--- src/hdl/lseg_div.sv ---
// pipelined unsigned divider, one quotient bit per stage
// depends on nothing; widths are passed in as parameters
`timescale 1ns / 1ps
module lseg_div #(
  parameter int NW = 32,
  parameter int DW = 16,
  parameter int SW = 1
) (
  input logic clk,
  input logic rst,
  input logic en,
  input logic in_valid,
  input logic [NW-1:0] num,
  input logic [DW-1:0] den,
  input logic [SW-1:0] side_in,
  output logic out_valid,
  output logic [NW-1:0] quo,
  output logic [SW-1:0] side_out
);
  logic [NW-1:0] q [NW+1];
  logic [DW-1:0] r [NW+1];
  logic [DW-1:0] d [NW+1];
  logic [SW-1:0] s [NW+1];
  logic v [NW+1];

  assign q[0] = num;
  assign r[0] = '0;
  assign d[0] = den;
  assign s[0] = side_in;
  assign v[0] = in_valid;

  for (genvar i = 0; i < NW; i++) begin : g_st
    logic [DW:0] shifted;
    logic [DW:0] diff;
    logic ge;
    assign shifted = {r[i], q[i][NW-1]};
    assign diff = shifted - {1'b0, d[i]};
    assign ge = shifted >= {1'b0, d[i]};
    always_ff @(posedge clk) begin
      if (en) begin
        q[i+1] <= {q[i][NW-2:0], ge};
        r[i+1] <= ge ? diff[DW-1:0] : shifted[DW-1:0];
        d[i+1] <= d[i];
        s[i+1] <= s[i];
      end
    end
    always_ff @(posedge clk) begin
      if (rst) begin
        v[i+1] <= 1'b0;
      end else if (en) begin
        v[i+1] <= v[i];
      end
    end
  end

  assign out_valid = v[NW];
  assign quo = q[NW];
  assign side_out = s[NW];
endmodule

--- config.mk ---
export PLATFORM = sky130hd
export DESIGN_NAME = lseg_div
export DESIGN_NICKNAME = d
export VERILOG_FILES = /design/src/hdl/lseg_div.sv
export SDC_FILE = /design/constraint.sdc
export NUM_CORES = 2
export LEC_CHECK = 0
export BUFFER_PORTS_ARGS = -buffer_cell sky130_fd_sc_hd__buf_2
export CAP_MARGIN = 20
export CELL_PAD_IN_SITES_DETAIL_PLACEMENT = 0
export CELL_PAD_IN_SITES_GLOBAL_PLACEMENT = 1
export CORE_MARGIN = 1.5
export CORE_UTILIZATION = 58
export DETAILED_ROUTE_END_ITERATION = 6
export HOLD_SLACK_MARGIN = 0.02
export MAX_ROUTING_LAYER = met4
export PLACE_DENSITY_LB_ADDON = 0.1
export SYNTH_ARGS = -nofsm -noshare
export SYNTH_HDL_FRONTEND = slang
export SYNTH_SLANG_ARGS = --single-unit
--- constraint.sdc ---
create_clock -name clk -period 9.9 [get_ports clk]
set_clock_uncertainty 0.15 [all_clocks]
set_input_delay 2.475 -clock clk [delete_from_list [all_inputs] [get_ports clk]]
set_output_delay 2.475 -clock clk [all_outputs]
set_load 0.02 [all_outputs]
---- Word level (Yosys, flattened, before mapping) ----
Cells that the tools add are included.
word-level totals
  register bits after elaboration ......... 2,080
  bits of input ports ..................... 53
  output and inout port bits .............. 34
cells by class
  add/sub/neg operators ................... 31
  order comparisons ....................... 32
  muxes and demuxes ....................... 31
operators with widths
  operator                                          number
  17-bit by 16-bit >= comparator with 1-bit output  31
  16-bit 2-to-1 mux                                 30
  16-bit subtractor                                 30
  1-bit by 16-bit >= comparator with 1-bit output   1
  1-bit by 16-bit subtractor with 16-bit output     1
  1-bit 2-to-1 mux                                  1

---- Logic depth before layout (Yosys ltp) ----
  word-level depth ........................ 2
  gate-level depth with buffers ........... 12
  mapped depth without buffers ............ 11

---- Least setup slack after synthesis ----
OpenSTA, ideal clock, no wires.
  kind .................................... input port to flip-flop
  from .................................... input num[31]
  to ...................................... register r (netlist bit g_st[1].shifted[2]) (data pin)
  library setup time ...................... 0.255 ns
  arrival time ............................ 3.784 ns
  required time ........................... 9.495 ns
  setup slack ............................. 5.711 ns
  stages .................................. 8
  buffers on the path ..................... 2
  cells stage by stage .................... inv_1 > ha_1 > clkbuf_1 > inv_1 > ha_1 > o21a_1 > buf_1 > and2_1
on the way
  cells in the longest elaborated chain, start to end .. 1
  elaborated cells between the ends (all ways) .. 2
  classes of those cells .................. add/sub (1); order compare (1)
RTL lines
  element                                          RTL line  source
  start: declaration                               13        input logic [NW-1:0] num,
  1-bit by 16-bit >= comparator with 1-bit output  38        assign ge = shifted >= {1'b0, d[i]};
  via g_st[0].ge                                   35        logic ge;
  end signal: indexed assignment                   42        r[i+1] <= ge ? diff[DW-1:0] : shifted[DW-1:0];
  end: declaration                                 21        logic [DW-1:0] r [NW+1];
The timed path passes the listed nets, and every way through them passes these cells.
A chain may end at the register's enable or synchronous reset.

---- Worst setup path in the final report ----
  from .................................... input en
  to ...................................... register r (netlist bit g_st[9].shifted[9]) (enable)
RTL lines
  element             RTL line  source
  start: declaration  11        input logic en,
No word-level cell between the ends.

==> flow_summary.toml <==
[cts]
clk_pin_slew_ns = 0.06
clockRootBuffer = "clkbuf_16"
postCtsHoldBufs = 0
post_cts_buffers = 0
htree_num_levels = 4
clock_latency_ns = 0.85
cts.repair.resized = 0
numCtsBuffers = 207
cts_tree = "built"
clock-sinks = 2080
ctsLongestPathBuffers = 3

[power]
p_leak_nw = 39.8
vdd_ir_drop_max_uv = 223
p_per_area_nw_per_um2 = 304

[yosys]
yosysTopAreaCell = "edfxtp_1"
yosysSeqAreaShare = 0.670
synth_nets = 7078
synth_ff_type = "edfxtp_1"
syn_area_um2 = 92700
ys_top_cells_by_area = "edfxtp_1, ha_1, mux2_2"
synth_cell_type_count = 79
synth_edf_count = 2048
synth-async-reset-ratio = 0
ys_warn_count = 0
yosysTopAreaCellShare = 0.663
avgSynthCellArea_um2 = 14.3
postSynthCellCount = 6497
ys_ff_latch = 2080

[sta]
slew_violations = 0
hold_viol_final = 0
post-route-period-util = 0.424
tightest_slew_ns = 1.09
setup_tns_ns = 0
hold_slack_ns = 0.244
post-route-min-period_ns = 4.20
relSlewSlack = 0.274
rsz0062_at_grt = "no"
max_clock_freq_mhz = 238
finalSetupViolations = 0

[final_layout]
stdcell_count = 8965
syn2layout_area_growth_pct = 10.9
drive_gt1_frac = 0.111
fin_nets = 7299
fin_util = 0.648

[global_routing]
grt_pass1_vias = 48900
grt_use_total = 0.205
grt_max_degree = 176
antenna_found_initial = 1
grt-ovfl-total = 0
grt_first_pass_wirelength_mm = 258

[placement]
placed_cells = 8578
place.gp.congestion = 0.915
hpwl_mm = 111
io_buffer_count = 86

[detailed_routing]
detail-route-antenna-nets = 0
drt_iter0_drc = 3387
routedWlPerCell_um = 18.0
drtPass1Iterations = 6
vias_per_cell = 5.55
vias = 49800
drcViolationCount = 0
drt-total-wl_mm = 162

[min_path]
hold_class = "flip-flop to flip-flop"

[floorplanning]
die_area_um2 = 162000
die_y_um = 403
rows = 146
ios = 87
coreArea_um2 = 159000
die_w_um = 403
initial_core_util = 0.585

[critical_path]
worst_setup_path_start_kind = "primary input"
path_class = "primary input to flip-flop"
cp-end-kind = "flip-flop"
crit_arrival_ns = 4.53
worst-endpoint-required_ns = 10.23
critPathMaxFanout = 129

[run]
maxCapViolations = 0

[run_status]
status = "finished clean"
==> worst max-delay path, stage by stage <==
cell and delay, ns:
buf_12 0.48, buf_4 0.79, buf_4 0.62
==> flip-flops by register name, indices dropped and copies added (netlist names) <==
register	cells
out_valid	1
d	496
v	31
q	961
s	31
quo	32
g_st.shifted	527
side_out	1
==> placed cells by master, fill, tap and decap left out, types with 37 or more instances in the layout <==
cell type,count
nand2b_1,84
and3_1,38
buf_2,85
nor2b_1,99
nand3_1,78
o21a_1,97
xnor2_1,203
nor3_1,58
o31ai_1,40
a21o_1,162
o21ai_0,257
a211oi_1,37
mux2_2,288
nand2_1,246
clkbuf_16,207
inv_1,620
mux2i_1,83
a31oi_1,54
xor2_1,102
nand4_1,48
nor2_1,419
a21boi_0,40
a21oi_1,355
ha_1,498
edfxtp_1,2048
clkbuf_1,47
==> cells in the mapped netlist, types with 14 or more instances <==
cell type / number
a2111oi_0: 14
a211o_1: 17
a211oi_1: 37
a21boi_0: 40
a21o_1: 162
a21oi_1: 355
a31oi_1: 56
and2_1: 21
and3_1: 38
buf_2: 16
buf_4: 33
clkbuf_1: 64
dfxtp_1: 32
edfxtp_1: 2048
fa_1: 30
ha_1: 498
inv_1: 620
mux2_2: 288
mux2i_1: 83
nand2_1: 246
nand2b_1: 84
nand3_1: 78
nand4_1: 48
nor2_1: 419
nor2b_1: 99
nor3_1: 58
nor4_1: 34
o211ai_1: 17
o21a_1: 97
o21ai_0: 257
o21bai_1: 20
o31a_1: 25
o31ai_1: 40
o41ai_1: 18
xnor2_1: 203
xor2_1: 102
==> routing by layer <==
metal / global-route usage / part of all wire
met4: 0.0725 / 0.032
met5: - / 0
met1: 0.269 / 0.45
met2: 0.331 / 0.48
met3: 0.0294 / 0.038
==> path summary, 6_finish.rpt <==
kind,startpoint,to,slack (ns),cells past startpoint
hold reg to reg,q[657]$_DFFE_PP_,q[626]$_DFFE_PP_,0.24,0
setup reg to reg,d[97]$_DFFE_PP_,g_st[27].shifted[10]$_DFFE_PP_,5.97,10
hold / removal,q[657]$_DFFE_PP_,q[626]$_DFFE_PP_,0.24,0
setup / recovery,en,g_st[9].shifted[9]$_DFFE_PP_,5.70,3
==> metrics by stage <==
stage	area (µm²)	total power, mW	worst slack (ns)
2_1_floorplan	92700	20.7	5.71
3_3_place_gp	95600	23.2	4.88
3_5_place_dp	95600	23.3	4.79
4_1_cts	103000	31.5	5.62
5_1_grt	103000	33.2	5.54
6_report	103000	31.3	5.70
==> cell families after synthesis <==
| group | Yosys count | share of synthesized area |
|---|---|---|
| flip-flops | 2080 | 0.670 |
| AO/OA/AOI/OAI | 1271 | 0.0886 |
| AND/OR/NAND/NOR | 1196 | 0.0619 |
| buffers and inverters | 740 | 0.0317 |
| adder cells (fa/ha/maj) | 528 | 0.0737 |
| multiplexers | 377 | 0.0449 |
| XOR/XNOR | 305 | 0.0288 |
==> area by class of cell <==
class	instances	area [µm²]
Tap cell	2072	2590
Inverter	620	2330
Clock buffer	254	5360
Timing Repair Buffer	132	951
Multi-Input combinational cell	3677	27700
Clock inverter	129	1750
Fill cell	11400	55800
Sequential cell	2080	62100
Antenna cell	1	2.50
==> power by group <==
part	switching (mW)	leakage [nW]	internal, mW
Combinational	5.61	16.1	4.89
Sequential	0.849	20.2	11.9
Clock	3.32	3.39	4.70
Total	9.78	39.8	21.5
No activity file was read; power rests on OpenSTA's default activity.
