File: src/hdl/lseg_pkg.sv
// package for the led strip effect generator
// holds widths, register indexes, effect codes and payload types; no dependencies
`timescale 1ns / 1ps
package lseg_pkg;
  localparam int TimeWidthDefault = 32;
  localparam int NowW = 32;
  localparam int RegIdxW = 2;
  localparam int RegDataW = 16;

  typedef enum logic [RegIdxW-1:0] {
    REG_MODE = 2'd0,
    REG_BRIGHT = 2'd1,
    REG_PERIOD = 2'd2,
    REG_ENABLE = 2'd3
  } reg_idx_t;

  typedef enum logic [2:0] {
    MODE_STATIC = 3'd0,
    MODE_BLINK = 3'd1,
    MODE_PULSE = 3'd2,
    MODE_STROBE = 3'd3,
    MODE_CHASE = 3'd4,
    MODE_HUE = 3'd5,
    MODE_AUDIO = 3'd6,
    MODE_OFF = 3'd7
  } mode_t;

  typedef struct packed {
    logic [NowW-1:0] now_ms;
    logic [7:0] audio_level;
  } in_item_t;

  typedef struct packed {
    logic [7:0] duty;
    logic write_duty;
  } out_item_t;

  typedef struct packed {
    logic [RegIdxW-1:0] index;
    logic [RegDataW-1:0] data;
  } cfg_item_t;

  // settings captured alongside each item
  typedef struct packed {
    mode_t mode;
    logic [7:0] bright;
    logic enable;
    logic [7:0] audio;
  } ctl_t;
endpackage

File: src/hdl/lseg_shape.sv
// effect shaping stages after the division: phase reduction, scaling, output
// depends on lseg_pkg
`timescale 1ns / 1ps
module lseg_shape #(
  parameter int TW = 32
) (
  input logic clk,
  input logic rst,
  input logic en,
  input logic in_valid,
  input logic [TW-1:0] qp,
  input logic [TW-1:0] q10,
  input logic [TW-1:0] q256,
  input lseg_pkg::ctl_t ctl,
  output logic out_valid,
  output lseg_pkg::out_item_t res
);
  // 12-bit chunks; 4096 leaves remainder one both modulo 45 and modulo 5
  localparam int NH = (TW - 3 + 11) / 12;
  localparam int NC = (TW - 2 + 11) / 12;

  // stage r: chunk sums of the quotients, folded once
  logic [12*NH-1:0] hpad;
  logic [12*NC-1:0] cpad;
  logic [15:0] hsum_c;
  logic [15:0] csum_c;
  logic [12:0] hf_c;
  logic [12:0] cf_c;
  logic vr;
  lseg_pkg::ctl_t cr;
  logic [12:0] hf;
  logic [12:0] cf;
  logic [2:0] hlo_r;
  logic [1:0] clo_r;
  logic [8:0] pls_r;
  logic blk_r;
  logic stb_r;
  // stage s: reciprocal quotients by 45 and by 5
  logic [27:0] hmul;
  logic [26:0] cmul;
  logic vs;
  lseg_pkg::ctl_t cs;
  logic [12:0] hf_s;
  logic [12:0] cf_s;
  logic [7:0] hq;
  logic [9:0] cq;
  logic [2:0] hlo_s;
  logic [1:0] clo_s;
  logic [8:0] pls_s;
  logic blk_s;
  logic stb_s;
  logic [12:0] hrem;
  logic [12:0] crem;
  // stage a: reduce quotients to phases
  logic va;
  lseg_pkg::ctl_t ca;
  logic [8:0] hue;
  logic [8:0] pls;
  logic [4:0] chs;
  logic blk;
  logic stb;
  // stage b: multiply
  logic vb;
  lseg_pkg::ctl_t cb;
  logic [16:0] prod;
  logic [1:0] seg;
  // stage c: divide by constant and pick
  logic [7:0] num8;
  logic [8:0] x9;
  logic [33:0] p10m;
  logic [28:0] p120m;
  logic [7:0] d;

  // hue phase: low three bits kept, the rest reduced modulo 45
  // chase phase: low two bits kept, the rest reduced modulo 5
  always_comb begin
    hpad = '0;
    hpad[TW-4:0] = qp[TW-1:3];
    cpad = '0;
    cpad[TW-3:0] = q10[TW-1:2];
    hsum_c = '0;
    csum_c = '0;
    for (int i = 0; i < NH; i++) hsum_c = hsum_c + 16'(hpad[12*i +: 12]);
    for (int i = 0; i < NC; i++) csum_c = csum_c + 16'(cpad[12*i +: 12]);
    hf_c = 13'(hsum_c[11:0]) + 13'(hsum_c[15:12]);
    cf_c = 13'(csum_c[11:0]) + 13'(csum_c[15:12]);
  end

  assign hmul = 28'(hf) * 28'd23302;
  assign cmul = 27'(cf) * 27'd13108;
  assign hrem = hf_s - (13'(hq) * 13'd45);
  assign crem = cf_s - (13'(cq) * 13'd5);

  always_comb begin
    x9 = 9'd0;
    unique case (ca.mode)
      lseg_pkg::MODE_PULSE: x9 = (pls < 9'd256) ? pls : 9'(10'd512 - {1'b0, pls});
      lseg_pkg::MODE_CHASE: x9 = {4'd0, (chs < 5'd10) ? chs : 5'd20 - chs};
      lseg_pkg::MODE_HUE: begin
        if (hue < 9'd120) x9 = hue;
        else if (hue < 9'd240) x9 = hue - 9'd120;
        else x9 = hue - 9'd240;
      end
      default: x9 = 9'd0;
    endcase
  end

  always_ff @(posedge clk) begin
    if (rst) begin
      vr <= 1'b0;
      vs <= 1'b0;
      va <= 1'b0;
      vb <= 1'b0;
      out_valid <= 1'b0;
    end else if (en) begin
      vr <= in_valid;
      vs <= vr;
      va <= vs;
      vb <= va;
      out_valid <= vb;
    end
  end

  always_ff @(posedge clk) begin
    if (en) begin
      cr <= ctl;
      hf <= hf_c;
      cf <= cf_c;
      hlo_r <= qp[2:0];
      clo_r <= q10[1:0];
      pls_r <= q256[8:0];
      blk_r <= qp[0];
      stb_r <= q10[0];
      cs <= cr;
      hf_s <= hf;
      cf_s <= cf;
      hq <= hmul[27:20];
      cq <= cmul[25:16];
      hlo_s <= hlo_r;
      clo_s <= clo_r;
      pls_s <= pls_r;
      blk_s <= blk_r;
      stb_s <= stb_r;
      ca <= cs;
      hue <= {hrem[5:0], hlo_s};
      pls <= pls_s;
      chs <= {crem[2:0], clo_s};
      blk <= blk_s;
      stb <= stb_s;
      cb <= ca;
      prod <= x9 * ca.bright;
      if (ca.mode == lseg_pkg::MODE_BLINK) seg <= {1'b1, blk};
      else if (ca.mode == lseg_pkg::MODE_STROBE) seg <= {1'b1, stb};
      else seg <= (hue >= 9'd120 && hue < 9'd240) ? 2'd1 : 2'd0;
      res <= '{duty: d, write_duty: cb.enable};
    end
  end

  // divide by 10 and by 120 through reciprocal multiplication
  assign p10m = 34'(prod) * 34'd52429;
  assign p120m = 29'(prod[16:3]) * 29'd17477;

  always_comb begin
    num8 = 8'd0;
    d = 8'd0;
    unique case (cb.mode)
      lseg_pkg::MODE_STATIC: d = cb.bright;
      lseg_pkg::MODE_BLINK: d = seg[0] ? 8'd0 : cb.bright;
      lseg_pkg::MODE_STROBE: d = seg[0] ? 8'd0 : 8'd255;
      lseg_pkg::MODE_PULSE: d = (prod >= 17'h10000) ? 8'd255 : prod[15:8];
      lseg_pkg::MODE_CHASE: d = p10m[26:19];
      lseg_pkg::MODE_HUE: begin
        num8 = p120m[25:18];
        d = seg[0] ? cb.bright - num8 : num8;
      end
      lseg_pkg::MODE_AUDIO: d = cb.audio;
      default: d = 8'd0;
    endcase
    if (!cb.enable) d = 8'd0;
  end
endmodule

File: config.mk
export PLATFORM = sky130hd
export DESIGN_NAME = lseg_shape
export DESIGN_NICKNAME = d
export VERILOG_FILES = /design/src/hdl/lseg_pkg.sv /design/src/hdl/lseg_shape.sv
export SDC_FILE = /design/constraint.sdc
export NUM_CORES = 1
export LEC_CHECK = 0
export BUFFER_PORTS_ARGS = -buffer_cell sky130_fd_sc_hd__buf_2
export CAP_MARGIN = 10
export CORE_ASPECT_RATIO = 0.6
export CORE_MARGIN = 4
export CORE_UTILIZATION = 55
export CTS_CLUSTER_DIAMETER = 100
export CTS_CLUSTER_SIZE = 10
export DETAILED_ROUTE_END_ITERATION = 7
export PLACE_DENSITY = 0.73
export SLEW_MARGIN = 30
export SYNTH_ARGS = -nofsm -noshare
export SYNTH_HDL_FRONTEND = slang
export SYNTH_SLANG_ARGS = --single-unit
export TNS_END_PERCENT = 5
File: constraint.sdc
create_clock -name clk -period 12 [get_ports clk]
set_clock_uncertainty 0.05 [all_clocks]
set_input_delay 0 -clock clk [delete_from_list [all_inputs] [get_ports clk]]
set_output_delay 0 -clock clk [all_outputs]
set_load 0.01 [all_outputs]
# == After elaboration in Yosys (flattened, before gate mapping) ==
# Cells that the tools add are included.
# totals
register_bits,222
elab_cells,98
out_inout_bits,10
in_bits,120
# op_classes
n_lt_le_gt_ge,6
mul,7
n_eq_ne,11
reduce_logical,2
muxes,13
n_addsub,13
# ops
cell,n
case mux 8 bit (7 select lines),1
2-to-1 mux 8 bit,4
"multiplier 13 x 14 -> 27 bit, second input constant",1
"multiplier 17 x 16 -> 27 bit, second input constant",1
2-to-1 mux 9 bit,3
case mux 9 bit (3 select lines),1
adder 12 x 12 -> 13 bit,2
adder 12 x 2 -> 13 bit,2
"multiplier 14 x 15 -> 26 bit, second input constant",1
"multiplier 13 x 12 -> 24 bit, second input constant",1
">= comparator 17 bit, second input constant",1
multiplier 9 x 8 -> 17 bit,1
"== test 3 bit, second input constant",5
adder 13 x 5 -> 14 bit,1
adder 13 x 6 -> 14 bit,1
"== test 3 x 2 -> 1 bit, second input constant",4
"multiplier 10 x 3 -> 3 bit, second input constant",1
">= comparator 9 x 7 -> 1 bit, second input constant",1
"less-than comparator 9 x 7 -> 1 bit, second input constant",1
"less-than comparator 9 x 8 -> 1 bit, second input constant",1
"less-than comparator 9 bit, second input constant",1
"subtractor 1 x 9 -> 9 bit, first input constant",1
"subtractor 9 x 7 -> 9 bit, second input constant",1
"subtractor 9 x 8 -> 9 bit, second input constant",1
11 further kinds,14

# == Depth between registers and ports, before layout ==
# depth
word_depth,5
ltp_mapped,25

# == Worst setup path before layout ==
# No wires, ideal clock.
# synth_path
path_type,reg-to-reg
start,register prod[16]
end,"register res[8] (netlist bit), data pin"
t_arrival_ns,6.307
stages_incl_launch_ff,23
required_time_ns,11.799
slack_ns,5.492
path_cell_list,edfxtp_1 > inv_1 > ha_1 > fa_1 > fa_1 > fa_1 > fa_1 > ha_1 > nand4_1 > a211oi_1 > a2111oi_4 > nor2_1 > xor2_1 > inv_1 > ha_1 > nor2b_1 > o21ai_1 > a21boi_1 > o41ai_4 > mux2i_1 > or4_1 > or4_1 > o211ai_2
# synth_between
elab_chain_cells,4
word_cells_on_any_way,7
# synth_lines
element,line,text
"start, declared",lseg_shape.sv:65,logic [16:0] prod;
"start signal, assigned",lseg_shape.sv:151,prod <= x9 * ca.bright;
multiplier 14 x 15 -> 26 bit,lseg_shape.sv:161,assign p120m = 29'(prod[16:3]) * 29'd17477;
subtractor 8 bit,lseg_shape.sv:174,d = seg[0] ? cb.bright - num8 : num8;
2-to-1 mux 8 bit,lseg_shape.sv:174,
case mux 8 bit (7 select lines) (*),lseg_shape.sv:166,unique case (cb.mode)
"end signal, assigned",lseg_shape.sv:155,"res <= '{duty: d, write_duty: cb.enable};"
"end, declared",lseg_shape.sv:16,output lseg_pkg::out_item_t res
# Mark *: on every way between the ends. The rest lies on a longest branch, timed or not.
# A chain may end at the register's enable or synchronous reset.

# == Final worst setup path ==
# Same ends and word-level chain as after synthesis.

==> impl_metrics.xml <==
<?xml version="1.0" encoding="UTF-8"?>
<metrics>
  <group name="logic_synthesis">
    <metric name="synth_enable_flop_cells" unit="">202</metric>
    <metric name="synth.top_cell.area_share" unit="%">27.1</metric>
    <metric name="synthTopCellsByArea" unit="">sky130_fd_sc_hd__edfxtp_1 (27%), sky130_fd_sc_hd__ha_1 (23%), sky130_fd_sc_hd__fa_1 (21%)</metric>
    <metric name="synth_seq_area_share" unit="%">27.5</metric>
    <metric name="post_synthesis_instance_total" unit="">2022</metric>
    <metric name="summed_instance_area_of_the_synthesized_netlist" unit="um2">22400</metric>
    <metric name="yosys_most_used_dff" unit="">sky130_fd_sc_hd__edfxtp_1</metric>
    <metric name="postSynthAreaPerCell" unit="um2">11.1</metric>
    <metric name="synthMostInstantiatedCell" unit="">sky130_fd_sc_hd__inv_1</metric>
    <metric name="async_set_or_reset_flop_fraction_in_the_synthesized_netlist" unit="%">0</metric>
    <metric name="ys_ff_latch" unit="">207</metric>
    <metric name="synth-warning-count" unit="">0</metric>
    <metric name="largest_area_contributor_in_the_synthesized_netlist" unit="">sky130_fd_sc_hd__edfxtp_1</metric>
    <metric name="netlist_top_cells_count" unit="">sky130_fd_sc_hd__inv_1 (430), sky130_fd_sc_hd__ha_1 (419), sky130_fd_sc_hd__fa_1 (240), sky130_fd_sc_hd__edfxtp_1 (202), sky130_fd_sc_hd__nand2_1 (95)</metric>
    <metric name="synth_fp_nets" unit="">2801</metric>
    <metric name="count_of_different_cell_masters_after_synthesis" unit="">75</metric>
  </group>
  <group name="clock_network">
    <metric name="ctsHtreeMaxLevel" unit="">1</metric>
    <metric name="cts.root.buffer_cell" unit="">sky130_fd_sc_hd__clkbuf_16</metric>
    <metric name="worstSkewPairLatency" unit="ns">0.55</metric>
    <metric name="clk_path_buf_depth" unit="">3</metric>
    <metric name="cts_num_sinks" unit="">207</metric>
    <metric name="tritoncts" unit="">built</metric>
    <metric name="post-cts-setup-buffers" unit="">0</metric>
    <metric name="clkTransAtPathRegs" unit="ns">0.06</metric>
    <metric name="numCtsBuffers" unit="">24</metric>
  </group>
  <group name="place">
    <metric name="gp_congestion" unit="">0.927</metric>
    <metric name="post_dp_cell_area" unit="um2">23600</metric>
    <metric name="place.port_buffers" unit="">106</metric>
    <metric name="post-place-ws" unit="ns">4.49</metric>
    <metric name="dpl.cell_count" unit="">2633</metric>
    <metric name="dp.final_hpwl" unit="um">37900</metric>
  </group>
  <group name="setup_path">
    <metric name="rrSetupSlack" unit="ns">4.45</metric>
    <metric name="critical_path_arrival" unit="ns">7.89</metric>
    <metric name="critPathCaptureType" unit="">flip-flop</metric>
    <metric name="critical-path-max-stage-delay" unit="ns">0.65</metric>
    <metric name="timing.rr.end" unit="">res[8]</metric>
    <metric name="r2r-start" unit="">prod[16]</metric>
    <metric name="path_common_cell" unit="">sky130_fd_sc_hd__fa_1</metric>
    <metric name="worstPathMaxFanout" unit="">11</metric>
    <metric name="worst-setup-path-type" unit="">flip-flop to flip-flop</metric>
    <metric name="critical_path.cell_chain" unit="">inv_1 -&gt; ha_1 -&gt; fa_1 -&gt; fa_1 -&gt; fa_1 -&gt; fa_1 -&gt; ha_1 -&gt; nand4_1 -&gt; a211oi_1 -&gt; a2111oi_4 -&gt; nor2_1 -&gt; xor2_1 -&gt; inv_1 -&gt; ha_1 -&gt; nor2b_1 -&gt; o21ai_1 -&gt; a21boi_1 -&gt; o41ai_4 -&gt; mux2i_1 -&gt; or4_1 -&gt; or4_1 -&gt; o211ai_2</metric>
    <metric name="wp_data_required" unit="ns">12.34</metric>
    <metric name="critical_path.slowest_cell" unit="">sky130_fd_sc_hd__edfxtp_1</metric>
    <metric name="cp-start-kind" unit="">flip-flop</metric>
    <metric name="reg2reg_depth" unit="">22</metric>
  </group>
  <group name="finish">
    <metric name="layout.cells.non_filler" unit="">2713</metric>
    <metric name="multi_input_comb_area" unit="um2">14600</metric>
    <metric name="insertedDiodeCount" unit="">0</metric>
    <metric name="seq_area" unit="um2">6170</metric>
    <metric name="num-nets-final" unit="">2958</metric>
    <metric name="area_growth" unit="%">10.1</metric>
    <metric name="layout-drive-gt1-share" unit="%">6.80</metric>
    <metric name="fill_cells" unit="">3157</metric>
    <metric name="final_design_area_no_fill" unit="um2">24700</metric>
  </group>
  <group name="detailed_routing">
    <metric name="vias" unit="">14800</metric>
    <metric name="avgViaCountPerCell" unit="">5.45</metric>
    <metric name="detail_route.wirelength" unit="um">47000</metric>
    <metric name="route.detailed.drc" unit="">0</metric>
    <metric name="drtAntennaViolNets" unit="">0</metric>
    <metric name="wl_per_cell" unit="um">17.3</metric>
    <metric name="dr.pass1.iters" unit="">7</metric>
    <metric name="detailedRoute.firstIterationViolations" unit="">992</metric>
  </group>
  <group name="hold_path">
    <metric name="worst_hold_path.endpoint" unit="">hf[0]</metric>
    <metric name="worstHoldStart" unit="">qp[26]</metric>
    <metric name="hold_depth" unit="">4</metric>
    <metric name="path_class_of_the_lowest_slack_min_delay_path" unit="">input pin to flip-flop</metric>
  </group>
  <group name="floorplanning">
    <metric name="floorplan.core_area" unit="um2">39700</metric>
    <metric name="die-height" unit="um">164</metric>
    <metric name="die_x" unit="um">269</metric>
    <metric name="initial_core_util" unit="%">56.5</metric>
    <metric name="placement_rows" unit="">56</metric>
    <metric name="floorplan.io_pins" unit="">130</metric>
    <metric name="dieArea" unit="um2">44200</metric>
  </group>
  <group name="timing">
    <metric name="unrepaired_setup_endpoints_after_global_routing" unit="">no</metric>
    <metric name="fin_crit_sh" unit="%">62.9</metric>
    <metric name="fmaxAchievable" unit="MHz">132</metric>
    <metric name="max_slew_margin" unit="%">34.5</metric>
    <metric name="timing.final.ws_setup" unit="ns">4.45</metric>
    <metric name="fin_crit" unit="ns">7.55</metric>
    <metric name="worst-slew-pin-transition" unit="ns">0.958</metric>
    <metric name="totalNegativeSetupSlack" unit="ns">0</metric>
    <metric name="drv_slew" unit="">0</metric>
    <metric name="report.final.setup_viol" unit="">0</metric>
    <metric name="final_hold_viol_count" unit="">0</metric>
  </group>
  <group name="grt">
    <metric name="grt_overflow_total" unit="">0</metric>
    <metric name="wire_length_of_the_first_global_routing_pass" unit="um">79100</metric>
    <metric name="grt_antenna_before_repair" unit="">0</metric>
    <metric name="maximum_number_of_pins_on_one_net_before_global_route_repair" unit="">120</metric>
    <metric name="first_global_vias" unit="">15600</metric>
    <metric name="grt_total_usage" unit="%">22.4</metric>
  </group>
  <group name="outcome">
    <metric name="outcome" unit="">completed</metric>
  </group>
  <group name="job">
    <metric name="drv.max_cap_violation_count" unit="">0</metric>
  </group>
</metrics>
## critical path, delay by kind of cell (launching register included)
kind / cells / cell delay, ns
xor+xnor: 1 / 0.32
buf+inv: 2 / 0.40
simple gates: 5 / 1.57
mux: 1 / 0.13
fa+ha+maj: 7 / 2.85
flops: 1 / 0.65
compound gates: 6 / 1.41
## flip-flops by register name, indices dropped and copies added (netlist names), 13 cells and up
name and flops:
cs 20, cr 20, ca 20, cb 20, hf 13, prod 17, cf 13
## cells by family after synthesis
logic type | Yosys count | synth area share, %
xor+xnor | 124 | 4.84
simple gates | 319 | 7.23
fa+ha+maj | 659 | 44.8
flops | 207 | 27.5
mux | 12 | 0.541
buf+inv | 450 | 7.53
compound gates | 251 | 7.56
## final cells by class
type	instances	area share, %
timing repair buffer	149	4.01
sequential	207	25.0
inverter	432	6.57
multi-input combinational	1365	59.0
clock inverter	2	0.137
clock buffer	36	2.62
tap	522	2.65
## cells in the final DEF (no fill, tap or decap), types with 5 or more instances in the layout
cell type,n
sky130_fd_sc_hd__nand3_1,22
sky130_fd_sc_hd__o21bai_1,9
sky130_fd_sc_hd__nand4_1,8
sky130_fd_sc_hd__o22ai_1,7
sky130_fd_sc_hd__o211ai_1,7
sky130_fd_sc_hd__nor2_1,56
sky130_fd_sc_hd__xnor2_1,82
sky130_fd_sc_hd__mux2i_1,11
sky130_fd_sc_hd__fa_1,240
sky130_fd_sc_hd__buf_2,105
sky130_fd_sc_hd__nor3b_1,5
sky130_fd_sc_hd__dfxtp_1,5
sky130_fd_sc_hd__a2111oi_0,5
sky130_fd_sc_hd__a211o_1,6
sky130_fd_sc_hd__nand2_1,95
sky130_fd_sc_hd__a21o_1,28
sky130_fd_sc_hd__nand2b_1,19
sky130_fd_sc_hd__inv_1,430
sky130_fd_sc_hd__edfxtp_1,202
sky130_fd_sc_hd__xor2_1,42
sky130_fd_sc_hd__a31oi_1,12
sky130_fd_sc_hd__o31ai_1,5
sky130_fd_sc_hd__ha_1,419
sky130_fd_sc_hd__clkbuf_16,24
sky130_fd_sc_hd__and2_1,30
sky130_fd_sc_hd__o21ai_1,22
sky130_fd_sc_hd__a21oi_1,68
sky130_fd_sc_hd__and3_1,12
sky130_fd_sc_hd__a211oi_1,10
sky130_fd_sc_hd__dlygate4sd3_1,41
sky130_fd_sc_hd__clkbuf_1,12
sky130_fd_sc_hd__or3_1,5
sky130_fd_sc_hd__nor2b_1,23
sky130_fd_sc_hd__nor3_1,15
sky130_fd_sc_hd__o21ai_0,28
## routing by layer
metal | track usage, % | vias to the layer above | part of all wire [%]
li1 | - | 7105 | -
met1 | 35.2 | 7251 | 50
met2 | 33.3 | 369 | 42
met3 | 4.36 | 53 | 6.6
met4 | 2.87 | 0 | 1.3
met5 | 0 | - | 0
## per-stage QoR
stage | utilization [%] | hold slack (ns)
2_1_floorplan | - | 0.0224
3_3_place_gp | 59.4 | 0.126
3_5_place_dp | 59.4 | 0.128
4_1_cts | 62.1 | 0.0489
5_1_grt | 62.2 | 0.0860
6_report | 62.2 | 0.0882
## worst max-delay path by stage
stage / start / to / slack [ns] / cells after the start
floorplan: prod[16] / res[8] / 5.49 / 22
global placement: prod[16] / res[8] / 4.70 / 22
detailed placement: prod[16] / res[8] / 4.49 / 22
CTS: prod[16] / res[8] / 4.45 / 22
global route: prod[16] / res[8] / 4.09 / 22
finish: prod[16] / res[8] / 4.45 / 22
## repair_timing
action | in CTS | in global routing
hold buffers | 40 | 1
endpoints found under the setup margin | 0 | 0
hold endpoints to repair | 41 | 50
resized for setup | 0 | 0
Power is left out: the tool's default activity adds up to more than one toggle a clock period on the data nets, which glitch-free logic cannot reach.
